===== src/rtl/afpni_pkg.sv =====
`default_nettype none
// ----------------------------------------------------------------------------
// afpni_pkg
// Shared types and constants of the autofocus pixel neighbor interpolator.
// ----------------------------------------------------------------------------
package afpni_pkg;

  localparam int SMP_W  = 16;
  localparam int PIX_W  = 14;
  localparam int KIND_W = 3;
  localparam int CNT_W  = 4;

  localparam logic [PIX_W-1:0]  PIX_MAX  = {PIX_W{1'b1}};
  localparam logic [CNT_W-1:0]  DIV_LAST = CNT_W'(PIX_W - 1);

  localparam logic [KIND_W-1:0] KIND_CENTRE = 3'd0;
  localparam logic [KIND_W-1:0] KIND_TOP    = 3'd1;
  localparam logic [KIND_W-1:0] KIND_RIGHT  = 3'd4;

  localparam logic CH_RED   = 1'b0;
  localparam logic CH_GREEN = 1'b1;

  typedef struct packed {
    logic upd;
    logic eval;
    logic mul_a;
    logic mul_b;
    logic sum;
    logic div_step;
    logic wr;
    logic ch;
  } dp_cmd_t;

  typedef struct packed {
    logic dark;
  } dp_status_t;

endpackage
`default_nettype wire


===== src/rtl/af_pixel_neighbor_interpolate_unit.sv =====
`default_nettype none
// ----------------------------------------------------------------------------
// af_pixel_neighbor_interpolate_unit
// Repairs an autofocus pixel from its nearest-blue neighbor.
// ----------------------------------------------------------------------------
// Centre, top, bottom and left pixels are stored as they are accepted and the
// input stays ready. Right neighbor: the dark test is evaluated, then per
// channel two multiplies, one sum and a 14-step serial divide run and the
// quotient is written, the dark path skipping these. No input is taken until
// the result is loaded into the free output register. Synchronous active-low
// reset clears black level, pixel store and control; output valid drops.
module af_pixel_neighbor_interpolate_unit (
  input  wire logic        clk,
  input  wire logic        rst_n,
  input  wire logic        cfg_valid,
  output logic             cfg_ready,
  input  wire logic [13:0] cfg_data,    // black_level
  input  wire logic        in_tvalid,
  output logic             in_tready,
  input  wire logic [47:0] in_tdata,    // red_in, green_in, blue_in
  input  wire logic [2:0]  in_tuser,    // kind
  output logic             out_tvalid,
  input  wire logic        out_tready,
  output logic [47:0]      out_tdata,   // red_out, green_out, blue_out, zero pad
  output logic [0:0]       out_tuser    // dark_path
);
  import afpni_pkg::*;

  dp_cmd_t          cmd;
  dp_status_t       status;
  logic             out_free, out_load;
  logic             out_valid_r;
  logic [PIX_W-1:0] res_red, res_green;
  logic [SMP_W-1:0] res_blue;
  logic             res_dark;
  logic [47:0]      out_data_r;
  logic             out_dark_r;

  assign cfg_ready = 1'b1;
  assign out_free  = !out_valid_r || out_tready;

  afpni_ctrl u_ctrl (
    .clk      (clk),
    .rst_n    (rst_n),
    .in_valid (in_tvalid),
    .in_kind  (in_tuser),
    .in_ready (in_tready),
    .out_free (out_free),
    .out_load (out_load),
    .status   (status),
    .cmd      (cmd)
  );

  afpni_dp u_dp (
    .clk       (clk),
    .rst_n     (rst_n),
    .cfg_we    (cfg_valid),
    .cfg_data  (cfg_data),
    .in_kind   (in_tuser),
    .in_red    (in_tdata[15:0]),
    .in_green  (in_tdata[31:16]),
    .in_blue   (in_tdata[47:32]),
    .cmd       (cmd),
    .status    (status),
    .res_red   (res_red),
    .res_green (res_green),
    .res_blue  (res_blue),
    .res_dark  (res_dark)
  );

  always_ff @(posedge clk) begin
    if (!rst_n) begin
      out_valid_r <= 1'b0;
    end else if (out_load) begin
      out_valid_r <= 1'b1;
    end else if (out_tready) begin
      out_valid_r <= 1'b0;
    end
  end

  always_ff @(posedge clk) begin
    if (out_load) begin
      out_data_r <= {4'b0000, res_blue, res_green, res_red};
      out_dark_r <= res_dark;
    end
  end

  assign out_tvalid = out_valid_r;
  assign out_tdata  = out_data_r;
  assign out_tuser  = out_dark_r;

  a_right_busy: assert property (@(posedge clk) disable iff (!rst_n)
    in_tvalid && in_tready && in_tuser == KIND_RIGHT |=> !in_tready)
    else $error("request taken while right neighbor in progress");

  a_load_valid: assert property (@(posedge clk) disable iff (!rst_n)
    out_load |=> out_valid_r)
    else $error("result load lost");

  a_load_excl: assert property (@(posedge clk) disable iff (!rst_n)
    out_load |-> !in_tready)
    else $error("input accepted during result load");

endmodule
`default_nettype wire


===== src/rtl/afpni_ctrl.sv =====
`default_nettype none
// ----------------------------------------------------------------------------
// afpni_ctrl
// Sequencer: accepts pixels, runs the per-channel multiply and divide steps
// and hands the result to the output register.
// ----------------------------------------------------------------------------
module afpni_ctrl (
  input  wire logic                         clk,
  input  wire logic                         rst_n,
  input  wire logic                         in_valid,
  input  wire logic [afpni_pkg::KIND_W-1:0] in_kind,
  output logic                              in_ready,
  input  wire logic                         out_free,
  output logic                              out_load,
  input  wire afpni_pkg::dp_status_t        status,
  output afpni_pkg::dp_cmd_t                cmd
);
  import afpni_pkg::*;

  typedef enum logic [2:0] {
    S_IDLE, S_EVAL, S_MULA, S_MULB, S_SUM, S_DIV, S_WR, S_EMIT
  } state_t;

  state_t             state_r, state_nxt;
  logic               ch_r, ch_nxt;
  logic [CNT_W-1:0]   cnt_r, cnt_nxt;

  always_comb begin
    state_nxt = state_r;
    ch_nxt    = ch_r;
    cnt_nxt   = cnt_r;
    cmd       = '0;
    cmd.ch    = ch_r;
    in_ready  = 1'b0;
    out_load  = 1'b0;
    unique case (state_r)
      S_IDLE: begin
        in_ready = 1'b1;
        if (in_valid) begin
          cmd.upd = 1'b1;
          if (in_kind == KIND_RIGHT) state_nxt = S_EVAL;
        end
      end
      S_EVAL: begin
        cmd.eval = 1'b1;
        if (status.dark) begin
          state_nxt = S_EMIT;
        end else begin
          ch_nxt    = CH_RED;
          state_nxt = S_MULA;
        end
      end
      S_MULA: begin
        cmd.mul_a = 1'b1;
        state_nxt = S_MULB;
      end
      S_MULB: begin
        cmd.mul_b = 1'b1;
        state_nxt = S_SUM;
      end
      S_SUM: begin
        cmd.sum   = 1'b1;
        cnt_nxt   = '0;
        state_nxt = S_DIV;
      end
      S_DIV: begin
        cmd.div_step = 1'b1;
        if (cnt_r == DIV_LAST) state_nxt = S_WR;
        else cnt_nxt = cnt_r + 1'b1;
      end
      S_WR: begin
        cmd.wr = 1'b1;
        if (ch_r == CH_RED) begin
          ch_nxt    = CH_GREEN;
          state_nxt = S_MULA;
        end else begin
          state_nxt = S_EMIT;
        end
      end
      S_EMIT: begin
        if (out_free) begin
          out_load  = 1'b1;
          state_nxt = S_IDLE;
        end
      end
      default: state_nxt = S_IDLE;
    endcase
  end

  always_ff @(posedge clk) begin
    if (!rst_n) begin
      state_r <= S_IDLE;
      ch_r    <= CH_RED;
      cnt_r   <= '0;
    end else begin
      state_r <= state_nxt;
      ch_r    <= ch_nxt;
      cnt_r   <= cnt_nxt;
    end
  end

endmodule
`default_nettype wire


===== src/rtl/afpni_dp.sv =====
`default_nettype none
// ----------------------------------------------------------------------------
// afpni_dp
// Datapath: centre and best-neighbor store, shared multiplier and a
// bit-serial restoring divider with saturation at the pixel maximum.
// ----------------------------------------------------------------------------
module afpni_dp (
  input  wire logic                         clk,
  input  wire logic                         rst_n,
  input  wire logic                         cfg_we,
  input  wire logic [afpni_pkg::PIX_W-1:0]  cfg_data,
  input  wire logic [afpni_pkg::KIND_W-1:0] in_kind,
  input  wire logic [afpni_pkg::SMP_W-1:0]  in_red,
  input  wire logic [afpni_pkg::SMP_W-1:0]  in_green,
  input  wire logic [afpni_pkg::SMP_W-1:0]  in_blue,
  input  wire afpni_pkg::dp_cmd_t           cmd,
  output afpni_pkg::dp_status_t             status,
  output logic [afpni_pkg::PIX_W-1:0]       res_red,
  output logic [afpni_pkg::PIX_W-1:0]       res_green,
  output logic [afpni_pkg::SMP_W-1:0]       res_blue,
  output logic                              res_dark
);
  import afpni_pkg::*;

  localparam int DIF_W  = SMP_W + 2;
  localparam int TRM_W  = DIF_W + 4;
  localparam int PRD_W  = 38;
  localparam int DEN_W  = SMP_W + 1 + 3;
  localparam int REM_W  = DEN_W + PIX_W - 1;
  localparam int DK_W   = DIF_W + 2;

  logic [PIX_W-1:0]  black_r;
  logic [SMP_W-1:0]  c_red_r, c_green_r, c_blue_r;
  logic [SMP_W-1:0]  b_red_r, b_green_r, b_blue_r, b_dist_r;
  logic signed [PRD_W-1:0] prod_r, acc_r;
  logic [REM_W-1:0]  rem_r, dsh_r;
  logic [PIX_W-1:0]  q_r;
  logic              sat_r;
  logic [PIX_W-1:0]  res_red_r, res_green_r;
  logic              dark_r;

  function automatic logic signed [DIF_W-1:0] sub_black(input logic [SMP_W-1:0] v,
                                                        input logic [PIX_W-1:0] b);
    sub_black = $signed({2'b00, v}) - $signed({4'b0000, b});
  endfunction

  function automatic logic [PIX_W-1:0] clip_dk(input logic signed [DK_W-1:0] x);
    if (x[DK_W-1]) clip_dk = '0;
    else if (x > $signed({{(DK_W-PIX_W){1'b0}}, PIX_MAX})) clip_dk = PIX_MAX;
    else clip_dk = x[PIX_W-1:0];
  endfunction

  logic [SMP_W-1:0]        blue_dist;
  logic [SMP_W:0]          thr;
  logic [SMP_W-1:0]        v_sel, pf_sel;
  logic signed [DIF_W-1:0] dv, pfd, dl, dn, dv_r, dv_g;
  logic signed [TRM_W-1:0] termb, mul_x;
  logic signed [DIF_W-1:0] mul_y;
  logic signed [TRM_W+DIF_W-1:0] product;
  logic signed [PRD_W-1:0] num;
  logic [DEN_W-1:0]        den;
  logic [DEN_W+PIX_W-1:0]  lim;
  logic                    num_sat;
  logic signed [DK_W-1:0]  dk_r, dk_g;

  always_comb begin
    blue_dist = (in_blue > c_blue_r) ? in_blue - c_blue_r : c_blue_r - in_blue;
    thr    = {3'b000, black_r} + (SMP_W+1)'(16);
    status.dark = ({1'b0, c_blue_r} < thr) || ({1'b0, b_blue_r} < thr);

    v_sel  = (cmd.ch == CH_GREEN) ? c_green_r : c_red_r;
    pf_sel = (cmd.ch == CH_GREEN) ? b_green_r : b_red_r;
    dv     = sub_black(v_sel, black_r);
    pfd    = sub_black(pf_sel, black_r);
    dl     = sub_black(c_blue_r, black_r);
    dn     = sub_black(b_blue_r, black_r);
    termb  = $signed({dv, 4'b0000}) - $signed({{4{dv[DIF_W-1]}}, dv})
           + $signed({5'b00000, black_r, 3'b000});
    mul_x  = cmd.mul_a ? $signed({{4{pfd[DIF_W-1]}}, pfd}) : termb;
    mul_y  = cmd.mul_a ? dn : dl;
    product = mul_x * mul_y;

    num     = acc_r + prod_r;
    den     = {dl[SMP_W:0], 3'b000};
    lim     = {den, {PIX_W{1'b0}}};
    num_sat = num >= $signed({{(PRD_W-DEN_W-PIX_W){1'b0}}, lim});

    dv_r = sub_black(c_red_r, black_r);
    dv_g = sub_black(c_green_r, black_r);
    dk_r = $signed({dv_r, 2'b00}) + $signed({{(DK_W-PIX_W){1'b0}}, black_r});
    dk_g = $signed({dv_g, 2'b00}) + $signed({{(DK_W-PIX_W){1'b0}}, black_r});
  end

  always_ff @(posedge clk) begin
    if (!rst_n) begin
      black_r   <= '0;
      c_red_r   <= '0;
      c_green_r <= '0;
      c_blue_r  <= '0;
      b_red_r   <= '0;
      b_green_r <= '0;
      b_blue_r  <= '0;
      b_dist_r  <= '0;
    end else begin
      if (cfg_we) black_r <= cfg_data;
      if (cmd.upd) begin
        if (in_kind == KIND_CENTRE) begin
          c_red_r   <= in_red;
          c_green_r <= in_green;
          c_blue_r  <= in_blue;
        end else if (in_kind <= KIND_RIGHT) begin
          if (in_kind == KIND_TOP || b_dist_r > blue_dist) begin
            b_red_r   <= in_red;
            b_green_r <= in_green;
            b_blue_r  <= in_blue;
            b_dist_r  <= blue_dist;
          end
        end
      end
    end
  end

  always_ff @(posedge clk) begin
    if (cmd.eval) begin
      dark_r <= status.dark;
      if (status.dark) begin
        res_red_r   <= clip_dk(dk_r);
        res_green_r <= clip_dk(dk_g);
      end
    end
    if (cmd.mul_a) prod_r <= product[PRD_W-1:0];
    if (cmd.mul_b) begin
      prod_r <= product[PRD_W-1:0];
      acc_r  <= {prod_r[PRD_W-3:0], 2'b00};
    end
    if (cmd.sum) begin
      q_r   <= '0;
      dsh_r <= {den, {(PIX_W-1){1'b0}}};
      sat_r <= num_sat && !num[PRD_W-1];
      if (num[PRD_W-1] || num_sat) rem_r <= '0;
      else rem_r <= num[REM_W-1:0];
    end
    if (cmd.div_step) begin
      dsh_r <= dsh_r >> 1;
      if (rem_r >= dsh_r) begin
        rem_r <= rem_r - dsh_r;
        q_r   <= {q_r[PIX_W-2:0], 1'b1};
      end else begin
        q_r   <= {q_r[PIX_W-2:0], 1'b0};
      end
    end
    if (cmd.wr) begin
      if (cmd.ch == CH_GREEN) res_green_r <= sat_r ? PIX_MAX : q_r;
      else res_red_r <= sat_r ? PIX_MAX : q_r;
    end
  end

  assign res_red   = res_red_r;
  assign res_green = res_green_r;
  assign res_blue  = c_blue_r;
  assign res_dark  = dark_r;

endmodule
`default_nettype wire


===== config.mk =====
export PLATFORM = sky130hd
export DESIGN_NAME = af_pixel_neighbor_interpolate_unit
export DESIGN_NICKNAME = d
export VERILOG_FILES = /design/src/rtl/afpni_pkg.sv /design/src/rtl/af_pixel_neighbor_interpolate_unit.sv /design/src/rtl/afpni_ctrl.sv /design/src/rtl/afpni_dp.sv
export SDC_FILE = /design/constraint.sdc
export NUM_CORES = 2
export LEC_CHECK = 0
export BUFFER_PORTS_ARGS = -buffer_cell sky130_fd_sc_hd__buf_4
export CAP_MARGIN = 0
export CORE_MARGIN = 2
export CORE_UTILIZATION = 65
export CTS_BUF_LIST = sky130_fd_sc_hd__clkbuf_4
export DETAILED_ROUTE_END_ITERATION = 8
export HOLD_SLACK_MARGIN = 0.06
export PLACE_DENSITY = 0.82
export SLEW_MARGIN = 20
export SYNTH_ARGS = -nofsm -noshare
export SYNTH_HDL_FRONTEND = slang
export SYNTH_HIERARCHICAL = 1
export SYNTH_SLANG_ARGS = --single-unit

===== constraint.sdc =====
create_clock -name clk -period 29.3 [get_ports clk]
set_clock_uncertainty 0.15 [all_clocks]
set_input_delay 0 -clock clk [delete_from_list [all_inputs] [get_ports clk]]
set_output_delay 0 -clock clk [all_outputs]
set_load 0.01 [all_outputs]

After elaboration in Yosys (flattened, before gate mapping):

Cells that the tools add are included.

* flip-flop bits (word level): 364
* input bits: 70
* output and inout bits: 52

* add/subtract/negate cells: 16
* multipliers: 1
* $lt $le $gt $ge: 9
* eq/ne operators: 16
* mux-type cells: 53
* bitwise gates (word level): 1
* reduce and logical (&&, ||, !) cells: 19

Operator list (number)
* $mux 14: 15
* $mux 33: 4
* $sub 16x14->17: 6
* $mux 38: 2
* $mux 32: 2
* $mux 16: 3
* $add 20x15->20: 2
* $gt 20x15->1 const B: 2
* $add 38x38->38: 1
* $ge 38x35->1: 1
* $mul 22x18->38: 1
* $lt 16x17->1: 2
* $ge 33x33->1: 1
* $sub 33x33->33: 1
* $gt 16x16->1: 2
* $sub 16x16->16: 2
* $pmux 3 s8: 1
* $add 22x18->22: 1
* $mux 22: 1
* $sub 21x17->22: 1
* $mux 18: 1
* $mux 3: 6
* $add 14x5->15 const B: 1
* $eq 3x3->1 const B: 5
* 19 further kinds: 51

Longest topological paths before layout:

* word-level depth: 9
* mapped depth: 55

Hierarchy:

The synthesis kept the hierarchy.

Modules (own cells, without submodules)
* afpni_dp: instances 1, cells an instance 4317, area each 37647.4 µm², sequential area each 7427.1 µm²
* af_pixel_neighbor_interpolate_unit: instances 1, cells an instance 56, area each 1445.1 µm², sequential area each 1371.3 µm²
* afpni_ctrl: instances 1, cells an instance 69, area each 545.5 µm², sequential area each 160.2 µm²

Least setup slack after synthesis:

No wires, ideal clock.

* path type: flip-flop to flip-flop
* start: register u_ctrl.ch_r
* end: register u_dp.prod_r[37] (data pin)
* library setup time: 260 ps
* arrival: 11747 ps
* data required time: 28890 ps
* setup slack: 17143 ps
* stages on the path, launching flop included: 56
* path buffers: 5
* clock period less this slack: 12157 ps
* path through: dfxtp_1 > buf_4 > clkbuf_1 > clkbuf_1 > buf_1 > mux2i_1 > inv_1 > ha_1 > nor2b_1 > o21ai_0 > a21boi_0 > o21ai_0 > a21boi_0 > o21ai_0 > a21boi_0 > o31a_1 > o21ai_0 > nand2_1 > (+20 left out) > inv_1 > fa_1 > fa_1 > inv_1 > fa_1 > inv_1 > ha_1 > o21ai_0 > nand2b_1 > a21oi_1 > a21o_1 > o21ai_0 > a31oi_1 > o21a_1 > o31ai_1 > o211a_1 > a31oi_1 > xnor2_1

* word-level cells in the longest chain between the ends: 8
* elaborated cells on any way between the ends: 10

Ends and longest elaborated chain
* start: declaration: RTL line afpni_ctrl.sv:25 `logic ch_r, ch_nxt;`
* start signal: assignment: RTL line afpni_ctrl.sv:97 `ch_r <= ch_nxt;`
* $mux 16: RTL line afpni_dp.sv:71 `v_sel = (cmd.ch == CH_GREEN) ? c_green_r : c_red_r;`
* $sub 16x14->17: RTL line afpni_dp.sv:44 `sub_black = $signed({2'b00, v}) - $signed({4'b0000, b});`
* $sub 21x17->22: RTL line afpni_dp.sv:77 `termb = $signed({dv, 4'b0000}) - $signed({{4{dv[DIF_W-1]}}, dv})`
* $add 22x18->22: RTL line afpni_dp.sv:78 `+ $signed({5'b00000, black_r, 3'b000});`
* $mux 22 *: RTL line afpni_dp.sv:79 `mul_x = cmd.mul_a ? $signed({{4{pfd[DIF_W-1]}}, pfd}) : termb;`
* $mul 22x18->38 *: RTL line afpni_dp.sv:81 `product = mul_x * mul_y;`
* net u_dp.product[37]: RTL line afpni_dp.sv:59 `logic signed [TRM_W+DIF_W-1:0] product;`
* $mux 38: RTL line afpni_dp.sv:131 `if (cmd.mul_a) prod_r <= product[PRD_W-1:0];`
* $mux 38 *: RTL line afpni_dp.sv:132 `if (cmd.mul_b) begin`
* end signal: assignment: RTL line afpni_dp.sv:131
* end signal: assignment: RTL line afpni_dp.sv:133 `prod_r <= product[PRD_W-1:0];`
* end: declaration: RTL line afpni_dp.sv:35 `logic signed [PRD_W-1:0] prod_r, acc_r;`

The timed path passes the listed nets; every way through them passes the cells marked *. The select of a mux whose other input is x is not followed.
A chain may end at the register's enable or synchronous reset.

Final worst setup path:

Same ends and word-level chain as after synthesis.

==> impl_metrics.tcl <==
set metrics [dict create \
    run_status "complete, but fails checks" \
    violations "DRC" \
    core-area_mm2 0.0604 \
    vias_per_cell 6.14 \
    regArea_mm2 0.00896 \
    yosys-top-cells-area "fa_1 20%, edfxtp_1 13%, ha_1 12%" \
    grt_use_total 0.370 \
    fmax_mhz 76.6 \
    gp_congestion 0.966 \
    top_level_ports 122 \
    grt_antenna_before_repair 6 \
    grt_max_degree 83 \
    drive_above_1_share 0.0928 \
    yosys.cell_types.count 104 \
    row_cnt 90 \
    critical_path_arrival_ns 13.45 \
    synthesis.area_mm2 0.0396 \
    worst_ep_required_time_ns 29.69 \
    max_stage_delay_cell_worst_path "nor2_1" \
    hpwl_um 83800 \
    wl_um 116000 \
    mostFrequentLayoutCell "inv_1" \
    cts-root-buf "clkbuf_4" \
    ff2ff_path_depth 49 \
    rsz0062_at_grt "no" \
    maxCapViolations 0 \
    setup.worst_path.end_class "flip-flop" \
    antenna_left 0 \
    multi_input_comb_area_mm2 0.0278 \
    min_cycle_time_layout_ns 13.06 \
    yosys_warnings 6 \
    remaining_drc_errors 23 \
    yosys_most_used_dff "dfxtp_1" \
    post_synthesis_instance_total 4442 \
    yosys_register_bits 364 \
    chipWidth_um 251 \
    critical_path.startpoint_type "flip-flop" \
    timing_max_transition_violations_final 0 \
    cts_tree "built" \
    part_of_the_yosys_area_used_for_sequential_elements 0.226 \
    worstMarginPinSlew_ns 1.22 \
    grt_first_pass_wirelength_um 183000 \
    mostFrequentLayoutCells "630 x inv_1, 491 x nand2_1, 420 x nor2_1" \
    buffer_ports.inserted 116 \
    h-tree-depth 3 \
    die_y_um 251 \
    setup_violations 0 \
    via_count_of_the_first_global_routing_pass 34402 \
    finish.net_count 5609 \
    clkLatencyLatePin_ns 0.93 \
    min_path_cells 5 \
    cts_resized 0 \
    synth_largest_type_area_fraction 0.205 \
    grt.overflow.total 0 \
    drt_pass1_iterations 9 \
    share_of_synthesized_flip_flops_with_an_asynchronous_set_or_reset 0 \
    routedWlPerCell_um 20.6 \
    worst_min_delay_path_class "primary input to flip-flop" \
    area.growth.synth_to_final_pct 12.2 \
    synth_enable_flop_cells 167 \
    drt_iter0_markers 3768 \
    filler_cell_count 4243 \
    dieArea_mm2 0.0630 \
    initial_utilization 0.657 \
    synthesized_area_per_cell_um2 8.92 \
    worst-path-max-fanout 31 \
    final_min_period_over_clock_period 0.446 \
    max_stage_delay_ns 0.60 \
    cts.path.max_buffers 3 \
    route.vias.total 34441 \
    finalHoldViolations 0 \
    cts.sinks 364 \
    clk_pin_slew_ns 0.07 \
    tritoncts.num_buffers 96 \
    slew_headroom 0.189 \
    critical_path_class "flip-flop to flip-flop" \
    timing.setup.tns_ns 0 \
    synth.largest_area_cell "fa_1" \
]
[metal layers]
| metal | vias to the layer above | GRT usage | routed length [µm] |
|---|---|---|---|
| met1 | 16430 | 0.472 | 43500 |
| met3 | 577 | 0.0876 | 12500 |
| met4 | 4 | 0.213 | 7610 |
| li1 | 15433 | - | - |
| met5 | - | 0 | 26 |
| met2 | 1997 | 0.581 | 51900 |
[logic make-up after synthesis]
kind of cell,Yosys count,synth area share
AO/OA/AOI/OAI,837,0.140
XOR/XNOR,224,0.0495
adder cells (fa/ha/maj),790,0.326
buffers and inverters,779,0.0754
flip-flops,364,0.226
multiplexers,123,0.0321
other,2,0.000189
AND/OR/NAND/NOR,1323,0.151
[cell usage after synthesis, drive strengths merged, types with 6 or more instances]
| master | number |
|---|---|
| inv | 633 |
| nand2 | 501 |
| nor2 | 422 |
| fa | 405 |
| ha | 385 |
| a21oi | 244 |
| dfxtp | 197 |
| o21ai | 171 |
| edfxtp | 167 |
| xnor2 | 157 |
| clkbuf | 112 |
| a21o | 107 |
| mux2i | 89 |
| and2 | 73 |
| xor2 | 67 |
| nor3 | 66 |
| a31oi | 52 |
| nand2b | 51 |
| nand3 | 50 |
| nor2b | 48 |
| o21a | 45 |
| a211oi | 37 |
| mux2 | 34 |
| buf | 31 |
| a21boi | 23 |
| o21bai | 22 |
| o31ai | 22 |
| nand4 | 20 |
| or3 | 19 |
| or2 | 18 |
| and3 | 16 |
| o211ai | 12 |
| o22ai | 12 |
| a2111oi | 11 |
| nor4 | 10 |
| o41ai | 10 |
| o32a | 9 |
| o31a | 7 |
| o2111ai | 6 |
[path summary, 6_finish.rpt]
path / from / end / slack (ns)
setup / recovery: u_ctrl/ch_r$_SDFFE_PN0P_ / u_dp/prod_r[37]$_DFFE_PP_ / 16.24
hold / removal: in_tdata[45] / u_dp/b_dist_r[13]$_SDFFE_PN0P_ / 0.11
setup reg to reg: u_ctrl/ch_r$_SDFFE_PN0P_ / u_dp/prod_r[37]$_DFFE_PP_ / 16.24
hold reg to reg: u_dp/res_green[8]$_DFF_P_ / out_tdata[22]$_DFFE_PP_ / 0.27
[critical path, delay by kind of cell, from the launching register on]
| family | cells | cell delay, ns |
|---|---|---|
| adder cells (fa/ha/maj) | 10 | 4.40 |
| AO/OA/AOI/OAI | 17 | 3.73 |
| AND/OR/NAND/NOR | 11 | 2.25 |
| buffers and inverters | 8 | 1.05 |
| flip-flops | 1 | 0.45 |
| XOR/XNOR | 2 | 0.36 |
| multiplexers | 1 | 0.32 |
[metrics by stage]
step	util	cells	hold slack [ns]	setup WS (ns)	instance area, µm²
after detailed placement	0.685	5252	0.0898	16.62	41300
after floorplan	-	4445	-0.0166	17.14	39600
after global routing	0.737	5611	0.0973	15.45	44500
final	0.737	5611	0.109	16.24	44500
after CTS	0.736	5607	0.0621	16.54	44400
after global placement	0.685	5252	0.0845	16.99	41300
[sequential cells by signal (all words and copies together), names as in the netlist]
signal / count
out_tdata: 44
out_tuser: 1
out_tvalid: 1
u_ctrl/ch_r: 1
u_ctrl/cnt_r: 4
u_ctrl/state_r: 3
u_dp/acc_r: 36
u_dp/b_blue_r: 16
u_dp/b_dist_r: 16
u_dp/b_green_r: 16
u_dp/b_red_r: 16
u_dp/black_r: 14
u_dp/c_green_r: 16
u_dp/c_red_r: 16
u_dp/dsh_r: 33
u_dp/prod_r: 38
u_dp/q_r: 14
u_dp/rem_r: 33
u_dp/res_blue: 16
u_dp/res_dark: 1
u_dp/res_green: 14
u_dp/res_red: 14
u_dp/sat_r: 1
[repair_timing]
action / 4_1_cts / 5_1_grt
endpoints found under the hold margin: 164 / 0
hold buffers: 181 / 0
buffers inserted: 0 / 0
[cell type report]
class                           instances  area share
Multi-Input combinational cell       3302       0.624
Sequential cell                       364       0.202
Timing Repair Buffer                  349      0.0693
Inverter                              636      0.0537
Clock buffer                          148      0.0250
Tap cell                              782      0.0220
Clock inverter                         26     0.00371
Antenna cell                            4    0.000225
Power is left out: the tool's default activity adds up to more than one toggle a clock period on the data nets, which glitch-free logic cannot reach.
